$ cat src/sv/rgb_to_hsv_converter_core_macros.svh
// Assertion helpers for the RGB to HSV core
`ifndef RGB_TO_HSV_CONVERTER_CORE_MACROS_SVH
`define RGB_TO_HSV_CONVERTER_CORE_MACROS_SVH

// Same-cycle implication, disabled during reset
`define RHSV_ASSERT_IMPL(label, clk, rst_n, lhs, rhs, msg) \
	label: assert property (@(posedge clk) disable iff (!rst_n) (lhs) |-> (rhs)) \
		else $error(msg);

// Next-cycle implication, disabled during reset
`define RHSV_ASSERT_NEXT(label, clk, rst_n, lhs, rhs, msg) \
	label: assert property (@(posedge clk) disable iff (!rst_n) (lhs) |=> (rhs)) \
		else $error(msg);

`endif

$ cat src/sv/rhsv_pkg.sv
package rhsv_pkg;

	// channel and result widths
	localparam int CH_W  = 8;
	localparam int HUE_W = 13;

	// quotient bits per divider, one per cell
	localparam int QBITS = 10;
	// dividend width: 960 * 255 needs 18 bits
	localparam int NUM_W = CH_W + QBITS;

	localparam int HUE_SIXTH  = 960;
	localparam int HUE_CIRCLE = 5760;
	localparam int SAT_SCALE  = 255;

	typedef enum logic [1:0] {
		SEC_RED,
		SEC_GREEN,
		SEC_BLUE
	} sector_t;

	// one restoring-division lane
	typedef struct packed {
		logic [CH_W-1:0]  rem;
		logic [QBITS-1:0] num;
		logic [QBITS-1:0] quo;
		logic [CH_W-1:0]  dvs;
	} div_lane_t;

	// per-pixel data riding alongside the dividers
	typedef struct packed {
		sector_t         sector;
		logic            neg;
		logic            grey;
		logic            black;
		logic [CH_W-1:0] bright;
	} pix_side_t;

endpackage

$ cat src/sv/rhsv_front.sv
module rhsv_front (
	input  logic                   clk,
	input  logic                   arst_n,
	input  logic                   en,
	input  logic                   valid_in,
	input  logic [rhsv_pkg::CH_W-1:0] red,
	input  logic [rhsv_pkg::CH_W-1:0] green,
	input  logic [rhsv_pkg::CH_W-1:0] blue,
	output logic                   valid_s1,
	output rhsv_pkg::pix_side_t    side_s1,
	output rhsv_pkg::div_lane_t    hue_lane_s1,
	output rhsv_pkg::div_lane_t    sat_lane_s1
);
	import rhsv_pkg::*;

	logic [CH_W-1:0]  mx, mn, delta, abs_diff;
	logic signed [CH_W:0] diff;
	sector_t          sector;
	logic [NUM_W-1:0] hue_num, sat_num;
	pix_side_t        side_d;
	div_lane_t        hue_d, sat_d;

	// max, min and sector; ties go to the earlier channel
	always_comb begin
		mx = red;
		mn = red;
		if (green > mx) mx = green;
		if (blue > mx) mx = blue;
		if (green < mn) mn = green;
		if (blue < mn) mn = blue;
		delta = mx - mn;
		if (mx == red) begin
			sector = SEC_RED;
			diff   = $signed({1'b0, green}) - $signed({1'b0, blue});
		end else if (mx == green) begin
			sector = SEC_GREEN;
			diff   = $signed({1'b0, blue}) - $signed({1'b0, red});
		end else begin
			sector = SEC_BLUE;
			diff   = $signed({1'b0, red}) - $signed({1'b0, green});
		end
		abs_diff = diff[CH_W] ? CH_W'(-diff) : diff[CH_W-1:0];
	end

	// scaled dividends; quotient fits QBITS since |diff| <= delta <= max
	always_comb begin
		hue_num = NUM_W'(abs_diff) * NUM_W'(HUE_SIXTH);
		sat_num = NUM_W'(delta) * NUM_W'(SAT_SCALE);

		hue_d.rem = hue_num[NUM_W-1:QBITS];
		hue_d.num = hue_num[QBITS-1:0];
		hue_d.quo = '0;
		hue_d.dvs = delta;

		sat_d.rem = sat_num[NUM_W-1:QBITS];
		sat_d.num = sat_num[QBITS-1:0];
		sat_d.quo = '0;
		sat_d.dvs = mx;

		side_d.sector = sector;
		side_d.neg    = diff[CH_W];
		side_d.grey   = (delta == '0);
		side_d.black  = (mx == '0);
		side_d.bright = mx;
	end

	// stage valid
	always_ff @(posedge clk or negedge arst_n) begin
		if (!arst_n) begin
			valid_s1 <= 1'b0;
		end else if (en) begin
			valid_s1 <= valid_in;
		end
	end

	// stage payload
	always_ff @(posedge clk) begin
		if (en) begin
			side_s1     <= side_d;
			hue_lane_s1 <= hue_d;
			sat_lane_s1 <= sat_d;
		end
	end

endmodule

$ cat src/sv/rhsv_cell.sv
module rhsv_cell (
	input  logic                clk,
	input  logic                arst_n,
	input  logic                en,
	input  logic                valid_in,
	input  rhsv_pkg::pix_side_t side_in,
	input  rhsv_pkg::div_lane_t hue_in,
	input  rhsv_pkg::div_lane_t sat_in,
	output logic                valid_q,
	output rhsv_pkg::pix_side_t side_q,
	output rhsv_pkg::div_lane_t hue_q,
	output rhsv_pkg::div_lane_t sat_q
);
	import rhsv_pkg::*;

	// one restoring step: bring down a dividend bit, subtract if it fits
	function automatic div_lane_t div_step(input div_lane_t l);
		logic [CH_W:0] trial;
		logic          fits;
		div_lane_t     o;
		trial = {l.rem, l.num[QBITS-1]};
		fits  = (trial >= {1'b0, l.dvs});
		o     = l;
		o.rem = fits ? CH_W'(trial - {1'b0, l.dvs}) : trial[CH_W-1:0];
		o.num = {l.num[QBITS-2:0], 1'b0};
		o.quo = {l.quo[QBITS-2:0], fits};
		return o;
	endfunction

	always_ff @(posedge clk or negedge arst_n) begin
		if (!arst_n) begin
			valid_q <= 1'b0;
		end else if (en) begin
			valid_q <= valid_in;
		end
	end

	always_ff @(posedge clk) begin
		if (en) begin
			side_q <= side_in;
			hue_q  <= div_step(hue_in);
			sat_q  <= div_step(sat_in);
		end
	end

endmodule

$ cat src/sv/rhsv_back.sv
module rhsv_back (
	input  logic                          clk,
	input  logic                          arst_n,
	input  logic                          en,
	input  logic                          valid_in,
	input  rhsv_pkg::pix_side_t           side_in,
	input  rhsv_pkg::div_lane_t           hue_in,
	input  rhsv_pkg::div_lane_t           sat_in,
	output logic                          valid_q,
	output logic [rhsv_pkg::HUE_W-1:0]    hue_q,
	output logic [rhsv_pkg::CH_W-1:0]     sat_q,
	output logic [rhsv_pkg::CH_W-1:0]     bright_q
);
	import rhsv_pkg::*;

	logic [HUE_W-1:0]    base, hue_d;
	logic [QBITS:0]      ceil_q;
	logic signed [HUE_W:0] neg_hue;

	// sector offset
	always_comb begin
		unique case (side_in.sector)
			SEC_RED:   base = '0;
			SEC_GREEN: base = HUE_W'(2 * HUE_SIXTH);
			SEC_BLUE:  base = HUE_W'(4 * HUE_SIXTH);
			default:   base = '0;
		endcase
	end

	// floor rounding: a negative difference takes the ceiling of the magnitude
	always_comb begin
		ceil_q  = {1'b0, hue_in.quo} + (QBITS+1)'(hue_in.rem != '0);
		neg_hue = $signed({1'b0, base}) - $signed((HUE_W+1)'(ceil_q));
		if (neg_hue < 0) neg_hue = neg_hue + (HUE_W+1)'(HUE_CIRCLE);
		if (side_in.grey) begin
			hue_d = '0;
		end else if (side_in.neg) begin
			hue_d = neg_hue[HUE_W-1:0];
		end else begin
			hue_d = base + HUE_W'(hue_in.quo);
		end
	end

	always_ff @(posedge clk or negedge arst_n) begin
		if (!arst_n) begin
			valid_q <= 1'b0;
		end else if (en) begin
			valid_q <= valid_in;
		end
	end

	// output register
	always_ff @(posedge clk) begin
		if (en) begin
			hue_q    <= hue_d;
			sat_q    <= side_in.black ? '0 : sat_in.quo[CH_W-1:0];
			bright_q <= side_in.bright;
		end
	end

endmodule

$ cat src/sv/rgb_to_hsv_converter_core.sv
// Pipeline: 1 front stage, 10 divider cells and 1 output stage between input transfer and result.
// Throughput: one pixel per clock while the output is not held; the rate is set by the row of divider cells,
// each resolving one quotient bit of hue and saturation per cycle.
// When the output is held, every stage holds and s_tready drops.
// Reset: arst_n clears all stage valid bits; the payload registers are not reset.
module rgb_to_hsv_converter_core (
	input  logic        clk,
	input  logic        arst_n,
	input  logic        s_tvalid,
	output logic        s_tready,
	input  logic [23:0] s_tdata,  // red[7:0], green[15:8], blue[23:16]
	output logic        m_tvalid,
	input  logic        m_tready,
	output logic [31:0] m_tdata   // hue[12:0], saturation[20:13], brightness[28:21], zero
);
	import rhsv_pkg::*;

	`include "rgb_to_hsv_converter_core_macros.svh"

	logic      en;
	logic      valid_c [QBITS+1];
	pix_side_t side_c  [QBITS+1];
	div_lane_t hue_c   [QBITS+1];
	div_lane_t sat_c   [QBITS+1];

	logic [HUE_W-1:0] hue;
	logic [CH_W-1:0]  saturation, brightness;

	// whole pipe advances unless a result is waiting and not taken
	assign en       = !m_tvalid || m_tready;
	assign s_tready = en;

	rhsv_front u_front (
		.clk         (clk),
		.arst_n      (arst_n),
		.en          (en),
		.valid_in    (s_tvalid),
		.red         (s_tdata[7:0]),
		.green       (s_tdata[15:8]),
		.blue        (s_tdata[23:16]),
		.valid_s1    (valid_c[0]),
		.side_s1     (side_c[0]),
		.hue_lane_s1 (hue_c[0]),
		.sat_lane_s1 (sat_c[0])
	);

	// divider row, one quotient bit per cell
	for (genvar i = 0; i < QBITS; i++) begin : g_cell
		rhsv_cell u_cell (
			.clk      (clk),
			.arst_n   (arst_n),
			.en       (en),
			.valid_in (valid_c[i]),
			.side_in  (side_c[i]),
			.hue_in   (hue_c[i]),
			.sat_in   (sat_c[i]),
			.valid_q  (valid_c[i+1]),
			.side_q   (side_c[i+1]),
			.hue_q    (hue_c[i+1]),
			.sat_q    (sat_c[i+1])
		);
	end

	rhsv_back u_back (
		.clk      (clk),
		.arst_n   (arst_n),
		.en       (en),
		.valid_in (valid_c[QBITS]),
		.side_in  (side_c[QBITS]),
		.hue_in   (hue_c[QBITS]),
		.sat_in   (sat_c[QBITS]),
		.valid_q  (m_tvalid),
		.hue_q    (hue),
		.sat_q    (saturation),
		.bright_q (brightness)
	);

	assign m_tdata = {3'b000, brightness, saturation, hue};

	// checks
	`RHSV_ASSERT_IMPL(a_hue_range, clk, arst_n, m_tvalid, hue < HUE_W'(HUE_CIRCLE), "hue out of range")
	`RHSV_ASSERT_IMPL(a_grey_hue, clk, arst_n, m_tvalid && saturation == '0, hue == '0, "grey pixel with nonzero hue")
	`RHSV_ASSERT_IMPL(a_black_sat, clk, arst_n, m_tvalid && brightness == '0, saturation == '0, "black pixel with nonzero saturation")

endmodule
$ cat config.mk
export PLATFORM = sky130hd
export DESIGN_NAME = rgb_to_hsv_converter_core
export DESIGN_NICKNAME = d
export VERILOG_FILES = /design/src/sv/rhsv_pkg.sv /design/src/sv/rhsv_front.sv /design/src/sv/rhsv_cell.sv /design/src/sv/rhsv_back.sv /design/src/sv/rgb_to_hsv_converter_core.sv
export VERILOG_INCLUDE_DIRS = /design/src /design/src/sv
export SDC_FILE = /design/constraint.sdc
export NUM_CORES = 1
export LEC_CHECK = 0
export BUFFER_PORTS_ARGS = -buffer_cell sky130_fd_sc_hd__buf_4
export CORE_UTILIZATION = 30
export CTS_BUF_LIST = sky130_fd_sc_hd__clkbuf_8 sky130_fd_sc_hd__clkbuf_16
export DETAILED_ROUTE_END_ITERATION = 12
export SYNTH_ARGS = -nofsm -noshare
export SYNTH_HDL_FRONTEND = slang
export SYNTH_SLANG_ARGS = --single-unit
$ cat constraint.sdc
create_clock -name clk -period 34.5 [get_ports clk]
set_input_delay 5.175 -clock clk [delete_from_list [all_inputs] [get_ports clk]]
set_output_delay 5.175 -clock clk [all_outputs]
set_load 0.005 [all_outputs]
Yosys cells after proc, flatten, opt, wreduce, memory -nomap -nowiden:

Cells that the tools add are included.
W data, S select, Z words.

* bits in registers: 586
* bits in latches: 0
* bits in writable memories: 0
* bits in read-only memories: 0
* bits of input ports: 28
* output and inout bits: 34
* word-level logic and storage cells: 234
* memories: 0

* $add $sub $neg: 28
* $mul: 2
* divide/modulo/power cells: 0
* $lt $le $gt $ge: 25
* equality and inequality tests: 4
* shift-type cells: 0
* mux-type cells: 30
* bitwise gates (word level): 0
* reductions and logical operators: 5

Operators with widths (number)
* $mux W8: 23
* $ge A9 B8 Y1: 19
* $sub A8 B8 Y8: 19
* $sub A8 B8 Y9: 3
* $mux W13: 2
* $pmux W12 S2: 1
* $mux W9: 2
* $eq A8 B8 Y1: 2
* $gt A8 B8 Y1: 2
* $logic_not A8 Y1: 2
* $lt A8 B8 Y1: 2
* $mul A8 B8 Y16 const B: 1
* $add A12 B10 Y13: 1
* $add A13 B13 Y13 const B: 1
* $lt A13 B1 Y1 const B: 1
* $sub A12 B11 Y13: 1
* $mul A8 B4 Y12 const B: 1
* $add A10 B1 Y11: 1
* $ge A7 B8 Y1: 1
* $neg A8 Y8: 1
* $reduce_bool A8 Y1: 1
* $sub A7 B8 Y8: 1
* $mux W7: 1
* $eq A2 B1 Y1 const B: 1
* 4 further kinds: 4

Logic depth before layout (Yosys ltp):

Gate-level depths: netlist of the first run.

* depth after elaboration: 10
* gate-level depth with buffers: 47
* gate-level depth less buffers: 43

By module:

Synthesis of the first run repeated with hierarchy kept, for this count alone.

* cells, all modules: 3186
* area, all modules: 44700.4 sq um

By module, submodules not included
* rhsv_cell at g_cell[0].u_cell ...: times used 6, cells an instance 217, area an instance 3518.4 sq um, sequential area each 2517.4 sq um
* rhsv_cell at g_cell[3].u_cell ...: times used 3, cells an instance 214, area an instance 3494.6 sq um, sequential area each 2517.4 sq um
* rhsv_front: times used 1, cells an instance 823, area an instance 7388.3 sq um, sequential area each 1466.4 sq um
* rhsv_cell at g_cell[6].u_cell: times used 1, cells an instance 215, area an instance 3542.1 sq um, sequential area each 2517.4 sq um
* rhsv_back: times used 1, cells an instance 199, area an instance 2143.3 sq um, sequential area each 895.9 sq um
* rgb_to_hsv_converter_core: times used 1, cells an instance 5, area an instance 32.5 sq um, sequential area each 0.0 sq um

Worst setup path after synthesis of the first run:

No wires, ideal clock.

* path kind: in2out
* start point: input port m_tready
* end point: output port s_tready
* data arrival time: 16.338 ns
* required time: 29.325 ns
* path slack: 12.987 ns
* stages: 3
* path buffers: 1
* path through: nor2b_1 -> clkbuf_1 -> inv_1

* cells in the longest elaborated chain, start to end: 1

Ends and longest elaborated chain
* start: declaration: line rgb_to_hsv_converter_core.sv:13 `input logic m_tready,`
* $logic_or A1 B1 Y1: line rgb_to_hsv_converter_core.sv:30 `assign en = !m_tvalid || m_tready;`
* end: declaration: line rgb_to_hsv_converter_core.sv:10 `output logic s_tready,`

No other way between the ends.

==> out/metrics.cfg, run 1 <==
[die]
placement_rows = 119
die_w_um = 329
die_y_um = 329
core_area_um2 = 106000
start_util_pct = 30.4
dieArea_um2 = 108000
io-pin-count = 62

[sta]
period_needed_ns = 15.04
timing.fmax_mhz = 66.5
finalSetupTns_ns = 0
slew_violations = 0
final_hold_viol_count = 0
slew_headroom_pct = 30.7
rsz0062_at_grt = no
fin_crit_sh_pct = 43.6
max_slew.worst_pin.slew_ns = 1.04
fin_worst_skew_ns = 0.0145
setup_violations = 0

[place]
globalplace.congestion = 0.860
dp_hpwl_mm = 42.2
numPortBuffers = 58

[flow_run]
maxCapViolations = 0

[global_routing]
grt_usage_pct = 10.7
grt_pass1_wl_mm = 95.6
overflow = 0
first_global_vias = 19600
grt_max_degree = 185
grt_antenna_before_repair = 0

[setup_path]
crit_path_start_kind = input port
path_max_fanout = 17
critical-path-max-stage-delay_ns = 0.77
crit_required_ns = 34.87
cpMostUsedCell = a21oi_1
criticalPathCategory = in2reg
endpoint_kind = flip-flop
cp.arrival_ns = 15.41
crit_slowest_cell = a221oi_4

[routing]
drc_errors = 9
vias = 19300
antenna_left = 0
wirelength_mm = 57.7
viasPerCell = 4.60
wl_per_cell_um = 13.8
firstDrtPassIters = 11
drt_iter0_drc = 762

[cells_and_area]
diodes = 0
drive_gt1_share_pct = 8.43
area_delta_synth_final_pct = 12.7
fin_nets = 3118

[clocking]
ctsResizeCount = 0
clk_latency_ns = 0.62
postCtsSetupBuffers = 0
cts_tree = yes
clkSlewWorstSetupHoldPaths_ns = 0.06
clk_path_buf_depth = 3
holdBufCountCts = 0
htreeDepth = 2
cts_made_buffers = 60
cts.sinks = 576
root_buffer = clkbuf_16

[yosys]
netlist_area_um2 = 32100
synth_area_leaders = edfxtp_1, ha_1, inv_1
synth_area_per_cell_um2 = 12.0
synth-seq-cells = 576
ys_seq_area_share_pct = 53.7
synth-edff-count = 564
synth_top_area_share_pct = 52.8
synthFlopType = edfxtp_1
synth_warnings = 0
yosysTopAreaCell = edfxtp_1
async_reset_ff_share_pct = 2.08
synthDistinctLibCells = 103
synth_cells = 2664

[worst_hold_path]
hp-class = reg2reg

[run_status]
status = finished with violations
failed_checks = DRC

[layer usage]
metal / share of wire (%) / wire, µm / track usage (%) / vias to the layer above
met1: 43 / 24800 / 12.5 / 9211
met2: 51 / 29600 / 20.0 / 257
met3: 3.3 / 1930 / 1.57 / 99
met4: 2.5 / 1420 / 3.14 / 0
met5: 0 / 0 / 0 / -
li1: - / - / - / 9695
[critical path: cells and delay by family]
| family | cells | cell delay [ns] |
|---|---|---|
| AOI/OAI and AO/OA | 14 | 3.88 |
| adders and majority gates | 8 | 3.39 |
| and+or+nand+nor | 7 | 1.40 |
| buffers and inverters | 6 | 0.80 |
| xor gates and xnor gates | 2 | 0.74 |
[final timing paths]
check,slack [ns],end,start,cells after the start
worst max-delay path,19.46,u_front.sat_lane_s1[33]$_DFFE_PP_,s_tdata[13],37
worst min-delay path,0.41,g_cell[9].u_cell.side_q[9]$_DFFE_PP_,g_cell[8].u_cell.side_q[9]$_DFFE_PP_,0
worst max register to register,30.78,u_back.hue_q[11]$_SDFFCE_PP0P_,g_cell[9].u_cell.hue_q[29]$_DFFE_PP_,18
worst min register to register,0.41,g_cell[9].u_cell.side_q[9]$_DFFE_PP_,g_cell[8].u_cell.side_q[9]$_DFFE_PP_,0
max in group asynchronous,29.96,g_cell[0].u_cell.valid_q$_DFFE_PN0P_,arst_n,1
min in group asynchronous,4.39,u_back.valid_q$_DFFE_PN0P_,arst_n,1
[Yosys cell counts, types with 4 or more instances]
master / count
nand4_1: 37
ha_1: 289
and2_1: 41
xnor2_1: 85
o211a_1: 20
nand2_1: 140
or2_2: 5
inv_1: 372
or4_1: 19
nor3_1: 18
fa_1: 55
a211oi_1: 15
a31oi_1: 10
o21a_1: 6
mux2_2: 17
edfxtp_1: 564
xor2_1: 60
buf_6: 9
a21oi_1: 94
o31ai_1: 39
nor2_1: 119
clkbuf_1: 30
dfrtp_1: 12
o21bai_1: 19
mux2i_1: 22
o21ai_1: 6
o211ai_1: 5
nor4_1: 6
o22ai_1: 13
nor2b_1: 65
nand2b_1: 61
a222oi_1: 4
nand3_1: 19
o22a_1: 7
buf_4: 5
a21o_1: 63
and3_1: 4
o21ai_0: 209
[per-stage QoR]
stage	hold WS, ns	util (%)	cells	setup slack (ns)	cell area, µm²
after floorplan	0.400	-	2666	12.99	32100
after global routing	0.409	34.2	4189	18.83	36200
after detailed placement	0.405	32.3	4075	18.87	34100
after CTS	0.410	34.2	4189	19.52	36200
after global placement	0.401	32.3	4075	19.06	34100
final	0.412	34.2	4189	19.46	36200
[cells by family after synthesis]
| kind of cell | share of synthesized area (%) |
|---|---|
| DFF | 53.7 |
| and+or+nand+nor | 9.20 |
| muxes | 1.28 |
| other | 0.0117 |
| buffers and inverters | 5.24 |
| adders and majority gates | 14.8 |
| AOI/OAI and AO/OA | 11.7 |
| xor gates and xnor gates | 4.09 |
[cells in the final DEF, fill, tap and decap left out, types with 20 or more instances in the layout]
cell	n
nand4_1	37
a21oi_1	94
xor2_1	60
a21o_1	63
nand2b_1	61
ha_1	289
nor2_1	119
nor2b_1	65
buf_4	65
o211a_1	20
nand2_1	140
mux2i_1	22
and2_1	41
fa_1	55
o21ai_0	209
edfxtp_1	564
o31ai_1	39
inv_1	376
clkbuf_16	60
xnor2_1	85
[cell type report]
cell class              instances  area (µm²)
clock inverters                54         589
inverters                     373        1410
well taps                    1391        1740
multi-input cells            1668       13200
clock buffers                  60        1500
fillers                     10400       69500
flip-flops and latches        576       17200
repair buffers                 67         528
[registers in the layout (all words and copies together), names as in the netlist, 10 cells and up]
signal / cells
g_cell.u_cell.hue_q: 213
g_cell.u_cell.sat_q: 152
g_cell.u_cell.side_q: 122
u_front.hue_lane_s1: 19
u_front.sat_lane_s1: 16
u_back.hue_q: 13
u_front.side_s1: 13
g_cell.u_cell.valid_q: 10
Power of run 1 is not shown: default switching activity piles up to over one toggle a cycle in this logic, so the estimate is an artifact.
==> run 2: changes to the inputs <==
- clock period: 34.5 -> 12.67 ns (I/O delays scaled with it)
==> run 2 against run 1 <==
The run still ends with DRC left. Register-to-register slack worse by 22 ns. Worst hold slack better by 0.0011 ns. First-iteration DRC count rose by 23%. Sequential share of layout area rose by 0.23 points. Clock skew shrank 0.0027 ns. Cell count barely moved. Global-route usage is 0.24 points lower. Setup slack lost 18 ns. Critical path type unchanged. Largest cell class unchanged.
==> out/metrics.cfg, run 2 (synthesis results as in run 1) <==
[clocking]
clk_path_buf_depth = 3
ctsResizeCount = 0
htreeDepth = 2
cts_made_buffers = 60
clk_latency_ns = 0.62
cts.sinks = 576
postCtsSetupBuffers = 0
clkSlewWorstSetupHoldPaths_ns = 0.06
holdBufCountCts = 0
root_buffer = clkbuf_16
cts_tree = yes

[cells_and_area]
reg.largest.list = g_cell.u_cell.hue_q: 213 flops, g_cell.u_cell.sat_q: 152 flops, g_cell.u_cell.side_q: 122 flops
final_cell_mix = edfxtp_1, inv_1, ha_1
seqCellArea_um2 = 17200
instances_no_fill = 4192
multiInputGateArea_um2 = 13200
fillers = 10500
diodes = 0
largest_reg_flops = 213
drive_gt1_share_pct = 8.10
regMostFlops = g_cell.u_cell.hue_q
fin_nets = 3125
area_delta_synth_final_pct = 12.2
layout_commonest_cell = edfxtp_1
fin_util_pct = 34.1

[setup_path]
criticalPathCategory = in2reg
cpMostUsedCell = inv_1
endpoint_kind = flip-flop
critPathTopFamily = adder cells
crit_required_ns = 13.03
cp_num_buf_inv = 10
crit_slowest_cell = fa_1
cp.arrival_ns = 11.65
crit_path_start_kind = input port
path_max_fanout = 17
critical-path-max-stage-delay_ns = 0.59

[routing]
drc_errors = 7
wl_per_cell_um = 13.6
firstDrtPassIters = 11
wirelength_mm = 56.8
drt_iter0_drc = 937
viasPerCell = 4.55
antenna_left = 0
vias = 19100

[sta]
whs_ns = 0.413
slew_headroom_pct = 24.4
slew_violations = 0
rsz0062_at_grt = no
final_hold_viol_count = 0
period_needed_ns = 11.29
finalSetupTns_ns = 0
fin_crit_sh_pct = 89.1
max_slew.worst_pin.slew_ns = 1.13
timing.fmax_mhz = 88.5
fin_worst_skew_ns = 0.0118
setup_violations = 0

[place]
numPortBuffers = 58
dp_hpwl_mm = 42.3
dp.cells = 4082
globalplace.congestion = 0.845

[global_routing]
grt_pass1_wl_mm = 93.8
overflow = 0
grt_antenna_before_repair = 0
first_global_vias = 19500
grt_max_degree = 87
grt_usage_pct = 10.5

[run_status]
status = finished with violations
failed_checks = DRC

[die]
placement_rows = 119
die_w_um = 329
io-pin-count = 62
start_util_pct = 30.4
die_y_um = 329
dieArea_um2 = 108000
core_area_um2 = 106000

[worst_hold_path]
hp-class = reg2reg

[flow_run]
maxCapViolations = 0

## run 2: changes by cell type in the layout (fill, tap and decap cells not counted), sizes merged
cell	before	now
buf	67	74
bufinv	11	5
inv	380	385
clkinvlp	9	6
## run 2: worst register-to-register path, stage by stage, from the launching register on
cell	delay [ns]
dfrtp_1	0.33
nor2b_1	0.88
clkinvlp_4	0.75
buf_4	0.58
buf_4	0.53
buf_4	0.52
## run 2: final timing paths
check / slack [ns] / from / depth (start not counted) / end
max: 1.38 / s_tdata[9] / 44 / u_front.sat_lane_s1[33]$_DFFE_PP_
min: 0.41 / u_front.side_s1[9]$_DFFE_PP_ / 0 / g_cell[0].u_cell.side_q[9]$_DFFE_PP_
max reg2reg: 8.59 / u_back.valid_q$_DFFE_PN0P_ / 5 / g_cell[7].u_cell.hue_q[3]$_DFFE_PP_
min reg2reg: 0.41 / u_front.side_s1[9]$_DFFE_PP_ / 0 / g_cell[0].u_cell.side_q[9]$_DFFE_PP_
max in group asynchronous: 11.40 / arst_n / 1 / g_cell[3].u_cell.valid_q$_DFFE_PN0P_
min in group asynchronous: 1.11 / arst_n / 1 / g_cell[9].u_cell.valid_q$_DFFE_PN0P_
## run 2: metrics by stage
| stage | cell area, µm² | setup WS, ns |
|---|---|---|
| 4_1_cts | 36000 | 1.43 |
| 6_report | 36000 | 1.38 |
| 3_3_place_gp | 34100 | 0.962 |
| 2_1_floorplan | 32100 | 1.10 |
| 5_1_grt | 36000 | 0.735 |
| 3_5_place_dp | 34100 | 0.799 |
## run 2: final cells by class
class	instances	area share (%)
sequential	576	47.8
timing repair buffer	74	1.54
multi-input combinational	1668	36.6
clock buffer	60	4.17
tap	1391	4.83
inverter	373	3.90
clock inverter	50	1.09
## run 2: layer usage
layer	global-route usage, %	share of wire (%)	vias to the layer above
li1	-	-	9703
met1	12.4	43	8980
met2	19.2	51	292
met3	1.60	3.8	86
met4	3.18	2.2	0
met5	0	0	-
Power of run 2 is left out for the same reason.
